File: src/rtl/blt_pkg.sv
package blt_pkg;

    localparam int MAX_LINE = 256;
    localparam logic [8:0] MAX_COL = 9'(MAX_LINE);
    localparam int KW_COUNT = 69;

    typedef enum logic [3:0] {
        M_IDLE, M_LINENUM, M_INT, M_FRAC, M_DOT, M_IDENT, M_STRING, M_REM, M_LT, M_GT
    } mode_t;

    localparam logic [6:0] K_LINENUM = 7'd0;
    localparam logic [6:0] K_NUMBER  = 7'd1;
    localparam logic [6:0] K_IDENT   = 7'd2;
    localparam logic [6:0] K_STRING  = 7'd3;
    localparam logic [6:0] K_EOL     = 7'd4;
    localparam logic [6:0] K_COMMA   = 7'd5;
    localparam logic [6:0] K_COLON   = 7'd6;
    localparam logic [6:0] K_SEMI    = 7'd7;
    localparam logic [6:0] K_MINUS   = 7'd8;
    localparam logic [6:0] K_LPAREN  = 7'd9;
    localparam logic [6:0] K_RPAREN  = 7'd10;
    localparam logic [6:0] K_PLUS    = 7'd11;
    localparam logic [6:0] K_STAR    = 7'd12;
    localparam logic [6:0] K_SLASH   = 7'd13;
    localparam logic [6:0] K_HASH    = 7'd14;
    localparam logic [6:0] K_EQ      = 7'd15;
    localparam logic [6:0] K_LT      = 7'd16;
    localparam logic [6:0] K_GT      = 7'd17;
    localparam logic [6:0] K_NE      = 7'd18;
    localparam logic [6:0] K_LE      = 7'd19;
    localparam logic [6:0] K_GE      = 7'd20;
    localparam logic [6:0] K_KW0     = 7'd21;
    localparam logic [6:0] K_REM     = 7'd61;
    localparam logic [6:0] K_LAST    = 7'd89;

    localparam logic [1:0] E_NONE   = 2'd0;
    localparam logic [1:0] E_STRING = 2'd1;
    localparam logic [1:0] E_CHAR   = 2'd2;
    localparam logic [1:0] E_LONG   = 2'd3;

    typedef struct packed {
        logic [6:0] kind;
        logic [8:0] col;
        logic [8:0] len;
        logic [1:0] err;
        logic       last;
    } res_t;

    typedef struct packed {
        logic [1:0] count;
        res_t       r0;
        res_t       r1;
    } push_t;

    // right-aligned, zero padded: matches a word buffer that shifts in from the right
    localparam logic [55:0] KW_TABLE [KW_COUNT] = '{
        "PRINT", "USING", "OPEN", "CLOSE", "WRITE", "LINE", "AS", "LET",
        "INPUT", "OUTPUT", "APPEND", "RANDOM", "LEN", "IF", "AND", "OR", "NOT",
        "THEN", "ELSE", "GOTO", "GOSUB", "RETURN", "FOR", "TO", "STEP", "NEXT",
        "DATA", "READ", "RESTORE", "DIM", "WHILE", "WEND", "ON", "DEFINT",
        "DEFSTR", "DEFSNG", "DEFDBL", "STOP", "CONT", "END", "REM", "LIST",
        "RUN", "NEW", "CLEAR", "FIELD", "GET", "PUT", "LSET", "RSET", "KILL",
        "NAME", "MKDIR", "RMDIR", "CLS", "LOCATE", "COLOR", "BEEP", "SCREEN",
        "KEY", "SOUND", "PLAY", "PSET", "CIRCLE", "PAINT", "DRAW", "VIEW",
        "WINDOW", "PALETTE"
    };

    function automatic logic [6:0] word_kind(input logic [55:0] w, input logic [3:0] n);
        logic [6:0] k;
        k = K_IDENT;
        if (n <= 4'd7)
        begin
            for (int i = 0; i < KW_COUNT; i++)
            begin
                if (w == KW_TABLE[i])
                begin
                    k = K_KW0 + 7'(i);
                end
            end
        end
        return k;
    endfunction

endpackage

File: src/rtl/blt_in_if.sv
interface blt_in_if;
    logic       valid;
    logic       ready;
    logic [7:0] source_byte;
    logic       line_end;
    modport source (output valid, source_byte, line_end, input ready);
    modport sink (input valid, source_byte, line_end, output ready);
endinterface

File: src/rtl/blt_out_if.sv
interface blt_out_if;
    logic       valid;
    logic       ready;
    logic [6:0] token_kind;
    logic [8:0] start_column;
    logic [8:0] source_length;
    logic [1:0] error_code;
    logic       run_last;
    modport source (output valid, token_kind, start_column, source_length, error_code,
                    run_last, input ready);
    modport sink (input valid, token_kind, start_column, source_length, error_code,
                  run_last, output ready);
endinterface

File: src/rtl/blt_scan.sv
module blt_scan
    import blt_pkg::*;
(
    input  logic        clk,
    input  logic        rst_n,
    input  logic        accept,
    input  logic [7:0]  c,
    input  logic        line_end,
    output push_t       push
);

    mode_t       mode_reg, mode_next;
    logic        first_reg, first_next;
    logic [8:0]  col_reg, col_next;
    logic [8:0]  start_reg, start_next;
    logic [55:0] word_reg, word_next;
    logic [3:0]  wlen_reg, wlen_next;
    logic        abort_reg, abort_next;

    logic        cv, iv, run_idle;
    res_t        cr, ir;
    logic [8:0]  col, len, eol_col, eol_len;
    logic [7:0]  uc;
    logic        dig, alpha, blank, wch;

    always_comb
    begin
        col      = col_reg + 9'd1;
        len      = col - start_reg;
        eol_col  = col_reg + 9'd1;
        eol_len  = eol_col - start_reg;
        dig      = (c >= "0") && (c <= "9");
        alpha    = ((c >= "A") && (c <= "Z")) || ((c >= "a") && (c <= "z"));
        blank    = (c == " ") || ((c >= 8'd9) && (c <= 8'd13));
        wch      = alpha || dig || (c == "_") || (c == "$");
        uc       = ((c >= "a") && (c <= "z")) ? c - 8'd32 : c;

        mode_next  = mode_reg;
        first_next = first_reg;
        col_next   = col_reg;
        start_next = start_reg;
        word_next  = word_reg;
        wlen_next  = wlen_reg;
        abort_next = abort_reg;
        cv = 1'b0;
        iv = 1'b0;
        cr = '0;
        ir = '0;
        run_idle = 1'b0;

        if (line_end)
        begin
            if (!abort_reg)
            begin
                iv = 1'b1;
                ir = '{K_EOL, eol_col, 9'd0, E_NONE, 1'b0};
                case (mode_reg)
                    M_LINENUM: begin cv = 1'b1; cr = '{K_LINENUM, start_reg, eol_len, E_NONE, 1'b0}; end
                    M_INT, M_FRAC:
                    begin
                        cv = 1'b1;
                        cr = '{K_NUMBER, start_reg, eol_len, E_NONE, 1'b0};
                    end
                    M_DOT:
                    begin
                        iv = 1'b0;
                        cv = 1'b1;
                        cr = '{K_EOL, start_reg, 9'd0, E_CHAR, 1'b0};
                    end
                    M_IDENT:
                    begin
                        cv = 1'b1;
                        cr = '{word_kind(word_reg, wlen_reg), start_reg, eol_len, E_NONE, 1'b0};
                    end
                    M_STRING:
                    begin
                        iv = 1'b0;
                        cv = 1'b1;
                        cr = '{K_EOL, start_reg, 9'd0, E_STRING, 1'b0};
                    end
                    M_REM:
                    begin
                        cv = (eol_len != 9'd0);
                        cr = '{K_STRING, start_reg, eol_len, E_NONE, 1'b0};
                    end
                    M_LT: begin cv = 1'b1; cr = '{K_LT, start_reg, 9'd1, E_NONE, 1'b0}; end
                    M_GT: begin cv = 1'b1; cr = '{K_GT, start_reg, 9'd1, E_NONE, 1'b0}; end
                    default: cv = 1'b0;
                endcase
            end
            mode_next  = M_IDLE;
            first_next = 1'b1;
            col_next   = '0;
            start_next = '0;
            word_next  = '0;
            wlen_next  = '0;
            abort_next = 1'b0;
        end
        else if (!abort_reg)
        begin
            if (col_reg >= MAX_COL)
            begin
                cv = 1'b1;
                cr = '{K_EOL, MAX_COL + 9'd1, 9'd0, E_LONG, 1'b0};
                abort_next = 1'b1;
                mode_next  = M_IDLE;
            end
            else
            begin
                col_next = col;
                case (mode_reg)
                    M_LINENUM, M_INT:
                    begin
                        if (dig)
                        begin
                        end
                        else if ((mode_reg == M_INT) && (c == "."))
                        begin
                            mode_next = M_FRAC;
                        end
                        else
                        begin
                            cv = 1'b1;
                            cr = '{(mode_reg == M_LINENUM) ? K_LINENUM : K_NUMBER,
                                   start_reg, len, E_NONE, 1'b0};
                            run_idle = 1'b1;
                        end
                    end
                    M_FRAC:
                    begin
                        if (!dig)
                        begin
                            cv = 1'b1;
                            cr = '{K_NUMBER, start_reg, len, E_NONE, 1'b0};
                            run_idle = 1'b1;
                        end
                    end
                    M_DOT:
                    begin
                        if (dig)
                        begin
                            mode_next = M_FRAC;
                        end
                        else
                        begin
                            cv = 1'b1;
                            cr = '{K_EOL, start_reg, 9'd0, E_CHAR, 1'b0};
                            abort_next = 1'b1;
                            mode_next  = M_IDLE;
                        end
                    end
                    M_IDENT:
                    begin
                        if (wch)
                        begin
                            if (wlen_reg < 4'd7)
                            begin
                                word_next = {word_reg[47:0], uc};
                            end
                            if (wlen_reg < 4'd8)
                            begin
                                wlen_next = wlen_reg + 4'd1;
                            end
                        end
                        else
                        begin
                            cv = 1'b1;
                            cr = '{word_kind(word_reg, wlen_reg), start_reg, len, E_NONE, 1'b0};
                            if (cr.kind == K_REM)
                            begin
                                mode_next  = M_REM;
                                start_next = col;
                            end
                            else
                            begin
                                run_idle = 1'b1;
                            end
                        end
                    end
                    M_STRING:
                    begin
                        if (c == "\"")
                        begin
                            cv = 1'b1;
                            cr = '{K_STRING, start_reg, len - 9'd1, E_NONE, 1'b0};
                            mode_next = M_IDLE;
                        end
                    end
                    M_REM:
                    begin
                    end
                    M_LT:
                    begin
                        mode_next = M_IDLE;
                        cv = 1'b1;
                        if (c == ">")
                            cr = '{K_NE, start_reg, 9'd2, E_NONE, 1'b0};
                        else if (c == "=")
                            cr = '{K_LE, start_reg, 9'd2, E_NONE, 1'b0};
                        else
                        begin
                            cr = '{K_LT, start_reg, 9'd1, E_NONE, 1'b0};
                            run_idle = 1'b1;
                        end
                    end
                    M_GT:
                    begin
                        mode_next = M_IDLE;
                        cv = 1'b1;
                        if (c == "=")
                            cr = '{K_GE, start_reg, 9'd2, E_NONE, 1'b0};
                        else
                        begin
                            cr = '{K_GT, start_reg, 9'd1, E_NONE, 1'b0};
                            run_idle = 1'b1;
                        end
                    end
                    default: run_idle = 1'b1;
                endcase

                if (run_idle)
                begin
                    mode_next = M_IDLE;
                    ir = '{K_EOL, col, 9'd1, E_NONE, 1'b0};
                    if (blank)
                    begin
                    end
                    else if (dig)
                    begin
                        mode_next  = first_reg ? M_LINENUM : M_INT;
                        start_next = col;
                        first_next = 1'b0;
                    end
                    else if (c == ".")
                    begin
                        if (first_reg)
                        begin
                            iv = 1'b1;
                            ir = '{K_EOL, col, 9'd0, E_CHAR, 1'b0};
                            abort_next = 1'b1;
                        end
                        else
                        begin
                            mode_next  = M_DOT;
                            start_next = col;
                            first_next = 1'b0;
                        end
                    end
                    else if (alpha || (c == "_"))
                    begin
                        mode_next  = M_IDENT;
                        start_next = col;
                        first_next = 1'b0;
                        word_next  = {48'd0, uc};
                        wlen_next  = 4'd1;
                    end
                    else if ((c == "\"") || (c == "<") || (c == ">"))
                    begin
                        mode_next  = (c == "\"") ? M_STRING : ((c == "<") ? M_LT : M_GT);
                        start_next = col;
                        first_next = 1'b0;
                    end
                    else
                    begin
                        iv = 1'b1;
                        case (c)
                            ",":     ir.kind = K_COMMA;
                            ":":     ir.kind = K_COLON;
                            ";":     ir.kind = K_SEMI;
                            "-":     ir.kind = K_MINUS;
                            "(":     ir.kind = K_LPAREN;
                            ")":     ir.kind = K_RPAREN;
                            "+":     ir.kind = K_PLUS;
                            "*":     ir.kind = K_STAR;
                            "/":     ir.kind = K_SLASH;
                            "#":     ir.kind = K_HASH;
                            "=":     ir.kind = K_EQ;
                            default:
                            begin
                                ir.len = 9'd0;
                                ir.err = E_CHAR;
                                abort_next = 1'b1;
                            end
                        endcase
                        if (ir.err == E_NONE)
                        begin
                            first_next = 1'b0;
                        end
                    end
                end
            end
        end

        // pack results in order, mark the last one
        push = '0;
        if (cv && iv)
        begin
            push.count = 2'd2;
            push.r0 = cr;
            push.r1 = ir;
            push.r1.last = 1'b1;
        end
        else if (cv || iv)
        begin
            push.count = 2'd1;
            push.r0 = cv ? cr : ir;
            push.r0.last = 1'b1;
        end
        if (!accept)
        begin
            push.count = 2'd0;
        end
    end

    always_ff @(posedge clk or negedge rst_n)
    begin
        if (!rst_n)
        begin
            mode_reg  <= M_IDLE;
            first_reg <= 1'b1;
            col_reg   <= '0;
            start_reg <= '0;
            word_reg  <= '0;
            wlen_reg  <= '0;
            abort_reg <= 1'b0;
        end
        else if (accept)
        begin
            mode_reg  <= mode_next;
            first_reg <= first_next;
            col_reg   <= col_next;
            start_reg <= start_next;
            word_reg  <= word_next;
            wlen_reg  <= wlen_next;
            abort_reg <= abort_next;
        end
    end

endmodule

File: src/rtl/blt_out_fifo.sv
module blt_out_fifo
    import blt_pkg::*;
(
    input  logic  clk,
    input  logic  rst_n,
    input  push_t push,
    output logic  room,
    output logic  valid,
    input  logic  ready,
    output res_t  head
);

    res_t       mem [4];
    logic [1:0] wr_reg, rd_reg;
    logic [2:0] cnt_reg;
    logic       pop;

    assign pop   = valid && ready;
    assign valid = (cnt_reg != 3'd0);
    assign room  = (cnt_reg <= 3'd2);
    assign head  = mem[rd_reg];

    always_ff @(posedge clk)
    begin
        if (push.count != 2'd0)
        begin
            mem[wr_reg] <= push.r0;
        end
        if (push.count == 2'd2)
        begin
            mem[wr_reg + 2'd1] <= push.r1;
        end
    end

    always_ff @(posedge clk or negedge rst_n)
    begin
        if (!rst_n)
        begin
            wr_reg  <= '0;
            rd_reg  <= '0;
            cnt_reg <= '0;
        end
        else
        begin
            wr_reg  <= wr_reg + push.count;
            rd_reg  <= rd_reg + {1'b0, pop};
            cnt_reg <= cnt_reg + {1'b0, push.count} - {2'b00, pop};
        end
    end

endmodule

File: src/rtl/basic_line_tokenizer.sv
// channel   dir  payload                                                     role
// tok_in    in   source_byte[8], line_end                                    one char or end of line
// tok_out   out  token_kind[7], start_column[9], source_length[9],
//                error_code[2], run_last                                     one token per request
//
// One input request per cycle while tok_in.ready is high; the scanner state updates in the accept
// cycle and the 0..2 tokens it closes land in a 4-entry result queue, visible the next cycle.
// Sustained rate is set by the output port: one token per cycle while tok_out.ready is high.
// tok_in.ready drops while fewer than two queue slots are free.
// rst_n clears scanner state and queue at once; no clearing pass.
module basic_line_tokenizer
    import blt_pkg::*;
(
    input logic           clk,
    input logic           rst_n,
    blt_in_if.sink        tok_in,
    blt_out_if.source     tok_out
);

    push_t push;
    res_t  head;
    logic  room;
    logic  accept;

    assign tok_in.ready = room;
    assign accept       = tok_in.valid && room;

    // per-character lexer: mode register plus keyword compare
    blt_scan u_scan (
        .clk      (clk),
        .rst_n    (rst_n),
        .accept   (accept),
        .c        (tok_in.source_byte),
        .line_end (tok_in.line_end),
        .push     (push)
    );

    // result queue decouples the two sides
    blt_out_fifo u_fifo (
        .clk   (clk),
        .rst_n (rst_n),
        .push  (push),
        .room  (room),
        .valid (tok_out.valid),
        .ready (tok_out.ready),
        .head  (head)
    );

    assign tok_out.token_kind    = head.kind;
    assign tok_out.start_column  = head.col;
    assign tok_out.source_length = head.len;
    assign tok_out.error_code    = head.err;
    assign tok_out.run_last      = head.last;

endmodule

File: src/flat_wrapper.sv
// flat-port wrapper written by rule: the top's interface ports become plain ports
module basic_line_tokenizer_flat import blt_pkg::*;
  (clk, rst_n, tok_in_valid, tok_in_source_byte, tok_in_line_end, tok_in_ready, tok_out_valid, tok_out_token_kind, tok_out_start_column, tok_out_source_length, tok_out_error_code, tok_out_run_last, tok_out_ready);
  blt_in_if tok_in_i ();
  blt_out_if tok_out_i ();
  input logic clk;
  input logic rst_n;
  input wire logic [$bits(tok_in_i.valid)-1:0] tok_in_valid;
  input wire logic [$bits(tok_in_i.source_byte)-1:0] tok_in_source_byte;
  input wire logic [$bits(tok_in_i.line_end)-1:0] tok_in_line_end;
  output wire logic [$bits(tok_in_i.ready)-1:0] tok_in_ready;
  output wire logic [$bits(tok_out_i.valid)-1:0] tok_out_valid;
  output wire logic [$bits(tok_out_i.token_kind)-1:0] tok_out_token_kind;
  output wire logic [$bits(tok_out_i.start_column)-1:0] tok_out_start_column;
  output wire logic [$bits(tok_out_i.source_length)-1:0] tok_out_source_length;
  output wire logic [$bits(tok_out_i.error_code)-1:0] tok_out_error_code;
  output wire logic [$bits(tok_out_i.run_last)-1:0] tok_out_run_last;
  input wire logic [$bits(tok_out_i.ready)-1:0] tok_out_ready;
  assign tok_in_i.valid = tok_in_valid;
  assign tok_in_i.source_byte = tok_in_source_byte;
  assign tok_in_i.line_end = tok_in_line_end;
  assign tok_in_ready = tok_in_i.ready;
  assign tok_out_valid = tok_out_i.valid;
  assign tok_out_token_kind = tok_out_i.token_kind;
  assign tok_out_start_column = tok_out_i.start_column;
  assign tok_out_source_length = tok_out_i.source_length;
  assign tok_out_error_code = tok_out_i.error_code;
  assign tok_out_run_last = tok_out_i.run_last;
  assign tok_out_i.ready = tok_out_ready;
  basic_line_tokenizer u_core (.clk(clk), .rst_n(rst_n), .tok_in(tok_in_i), .tok_out(tok_out_i));
endmodule
File: config.mk
export PLATFORM = sky130hd
export DESIGN_NAME = basic_line_tokenizer_flat
export DESIGN_NICKNAME = d
export VERILOG_FILES = /design/src/rtl/blt_pkg.sv /design/src/rtl/blt_in_if.sv /design/src/rtl/blt_out_if.sv /design/src/rtl/blt_scan.sv /design/src/rtl/blt_out_fifo.sv /design/src/rtl/basic_line_tokenizer.sv /design/src/flat_wrapper.sv
export SDC_FILE = /design/constraint.sdc
export NUM_CORES = 1
export LEC_CHECK = 0
export BUFFER_PORTS_ARGS = -buffer_cell sky130_fd_sc_hd__buf_2
export CORE_MARGIN = 2
export CORE_UTILIZATION = 35
export DETAILED_ROUTE_END_ITERATION = 12
export GPL_TIMING_DRIVEN = 0
export PLACE_DENSITY = 0.56
export SLEW_MARGIN = 20
export SYNTH_ARGS = -nofsm -noshare
export SYNTH_HDL_FRONTEND = slang
export SYNTH_HIERARCHICAL = 1
export SYNTH_SLANG_ARGS = --single-unit
File: constraint.sdc
create_clock -name clk -period 10.51 [get_ports clk]
set_input_delay 1.051 -clock clk [delete_from_list [all_inputs] [get_ports clk]]
set_output_delay 1.051 -clock clk [all_outputs]
set_load 0.03 [all_outputs]
==> impl_metrics.toml <==
[status]
run_status = "finished, final reports clean"

[yosys]
synth_xor_area_share_pct = 1.199
synthAdderAreaFrac_pct = 1.807
ys.flop_type = "edfxtp_1"
synth_top_area_share_pct = 20.93
yosysWarnings = 6
ys_seq_area_share_pct = 35.12
synthArstFlopShare_pct = 44.83
synth_edf_count = 112
synth_largest_area_cell = "edfxtp_1"
synth_seq_cells = 203
avgSynthCellArea_um2 = 9.666
synth_compound_area_share_pct = 15.71
syn_inst = 1662
synth.most_common_cell = "nand2_1"
synthTopCellsByArea = "edfxtp_1 21%, dfrtp_1 14%, mux2_2 5.4%"
synth_top_family_by_area = "simple AND/OR/NAND/NOR gates"
synth.top_cells.by_count = "145 x nand2_1, 112 x edfxtp_1, 106 x nor2_1, 90 x dfrtp_1, 86 x nor3_1"
synth-simple-area-share_pct = 27.95
syn_area_um2 = 16070
synth.distinct_cells = 105
synthMuxAreaShare_pct = 12.64

[drt]
route.detailed.drc = 0
ant_nets = 0
highest_layer = "met4"
wl_met3_um = 6075
dr.pass1.iters = 6
routedWlPerCell_um = 28.75
dr_total_vias = 15109
via_per_inst = 6.397
wl_met2_um = 27880
first_iter_violations = 1986
wl_um = 67900
met1_length_um = 31460

[layout]
largest_register_ffs = 112
area_delta_synth_final_pct = 12.14
fin_util_pct = 39.70
fin_nets = 1779
fin_cells = 2362
fin_area_um2 = 18020
antenna_cells = 0
drive_above_1_share_pct = 21.40

[clock_network]
clockBufferDepth = 3
post_cts_buffers = 0
cts_num_sinks = 203
cts_hold_buf = 0
clk_pin_slew_worst_paths_ns = 0.06
cts_tree = "done"
cts-root-buf = "clkbuf_16"
htree_levels = 1
cts_resized = 0
cts-buffers-inserted = 24
worstSkewPairLatency_ns = 0.56

[placement]
placed_cells = 2318
dpl.hpwl_um = 52500
io_buffers = 40
dpl-instance-area_um2 = 17250
gp_congestion = 1.034

[timing]
max_slew_margin_pct = 18.77
hold_viol_final = 0
tightest_slew_ns = 1.214
setup_tns_ns = 0
fin_worst_skew_ns = 0.01758
min_period_ns = 6.853
fmax_mhz = 145.9
rsz0062_at_grt = "false"
fin_crit_sh_pct = 65.20
setup_violations = 0
slew_violations = 0

[setup_path]
reg2reg_depth = 21
worst_ep_arrival_time_ns = 7.16
crit_start = "u_core/u_scan/word_reg[16]$_DFFE_PN0P_"
r2r_slack_ns = 3.66
worstSetupStartpointType = "flop"
critical_path_required_ns = 10.82
crit_path_end = "u_core/u_fifo/mem[2][24]$_DFFE_PP_"
r2r_end = "u_core/u_fifo/mem[2][24]$_DFFE_PP_"
r2r-start = "u_core/u_scan/word_reg[16]$_DFFE_PN0P_"
critPathMaxFanout = 16
crit_type = "flop to flop"
endpoint_kind = "flop"

[global_route]
grt_first_pass_wirelength_um = 99910
grt_overflow = 0
grt_max_degree = 47
first_global_vias = 14393
antenna_found_initial = 1
grtUsageTotal_pct = 28.37

[die]
fp.dieW_um = 218.2
ios = 43
initial_core_util_pct = 35.40
core_um2 = 45380
die_y_um = 218.2
dieArea_um2 = 47630
rows = 78

[pwr]
p_leak_nw = 6.445
vdd_drop_max_uv = 148.9
powerDensity_nw_per_um2 = 193.1
fin_total_pwr_mw = 3.479

[job]
drv_cap = 0

[min_path]
hp-class = "input pin to asynchronous set/reset pin"
-- report_power, final --
group	switching (mW)	total, mW	internal [mW]
Sequential	0.0672	1.07	1.00
Clock	0.350	0.819	0.469
Combinational	1.01	1.59	0.581
Total	1.43	3.48	2.05
-- layout make-up --
class / count / area [µm²]
Buffer: 132 / 726.9
Clock buffer: 33 / 665.6
Clock inverter: 11 / 98.84
Fill cell: 4548 / 27370
Inverter: 44 / 165.2
Multi-Input combinational cell: 1294 / 9623
Sequential cell: 203 / 5642
Tap cell: 600 / 750.7
Timing Repair Buffer: 45 / 344.1
-- through the flow --
| step | hold WS [ns] | worst slack (ns) |
|---|---|---|
| final | 0.4120 | 3.657 |
| after CTS | 0.4236 | 3.835 |
| after global routing | 0.4440 | 3.479 |
| after global placement | 0.4998 | 0.8665 |
| after detailed placement | 0.5223 | 3.864 |
| after floorplan | 0.4717 | 4.215 |
-- layer usage --
layer | vias to the layer above | GRT usage, %
met2 | 773 | 40.47
li1 | 6652 | -
met4 | 0 | 9.161
met3 | 136 | 4.830
met5 | - | 0
met1 | 7548 | 43.02
-- cells by family after synthesis --
logic type | count (synthesis)
muxes | 143
DFF | 203
and+or+nand+nor | 752
xor gates and xnor gates | 22
AOI/OAI and AO/OA | 343
buffers and inverters | 176
other | 1
adders and majority gates | 22
-- critical path, cell delays in order (launching register included) --
cell	delay (ns)
dfrtp_1	0.35
buf_2	0.19
clkbuf_1	0.31
nor2_1	0.82
nand3_1	0.37
o32ai_1	0.80
a22oi_1	0.21
nand2_1	0.13
nor2_1	0.06
a31oi_1	0.41
nand4_4	0.30
nand4_1	0.28
a31oi_1	0.13
ha_1	0.41
clkbuf_1	0.27
and2_1	0.23
buf_2	0.17
and4bb_1	0.22
buf_6	0.16
buf_8	0.17
o21bai_4	0.31
buf_16	0.25
-- placed cells by master (no fill, tap or decap), types with 10 or more instances in the layout --
| master | instances |
|---|---|
| clkbuf_1 | 60 |
| and3_1 | 20 |
| buf_4 | 14 |
| mux2_4 | 29 |
| nor3_1 | 86 |
| mux4_2 | 28 |
| nor4_1 | 62 |
| dfrtp_1 | 90 |
| ha_1 | 20 |
| a32o_1 | 13 |
| nor4bb_1 | 10 |
| nor4b_1 | 11 |
| nor2_1 | 104 |
| nand2_1 | 145 |
| nand4_1 | 67 |
| conb_1 | 12 |
| mux2_2 | 77 |
| and2_1 | 17 |
| clkbuf_16 | 25 |
| a22o_1 | 58 |
| a21oi_1 | 62 |
| o21ai_0 | 63 |
| nor2b_1 | 16 |
| buf_6 | 11 |
| buf_2 | 82 |
| nor4_2 | 11 |
| a31oi_1 | 15 |
| and4b_1 | 13 |
| nand3_1 | 76 |
| and4bb_2 | 10 |
| nand2b_1 | 15 |
| xnor2_1 | 17 |
| a22oi_1 | 14 |
| nor4b_2 | 10 |
| or3_1 | 12 |
| edfxtp_1 | 112 |
| inv_1 | 43 |
-- worst min path at each step --
stage	startpoint	slack [ns]	to
2_1_floorplan	u_core/u_scan/wlen_reg[2]$_DFFE_PN0P_	0.47	u_core/u_scan/wlen_reg[2]$_DFFE_PN0P_
3_3_place_gp	u_core/u_scan/col_reg[7]$_DFFE_PN0P_	0.50	u_core/u_scan/col_reg[7]$_DFFE_PN0P_
3_5_place_dp	u_core/u_scan/col_reg[7]$_DFFE_PN0P_	0.52	u_core/u_scan/col_reg[7]$_DFFE_PN0P_
4_1_cts	rst_n	0.42	u_core/u_scan/word_reg[16]$_DFFE_PN0P_
5_1_grt	rst_n	0.44	u_core/u_scan/word_reg[16]$_DFFE_PN0P_
6_report	rst_n	0.41	u_core/u_scan/word_reg[16]$_DFFE_PN0P_
(Power assumes the default switching activity.)
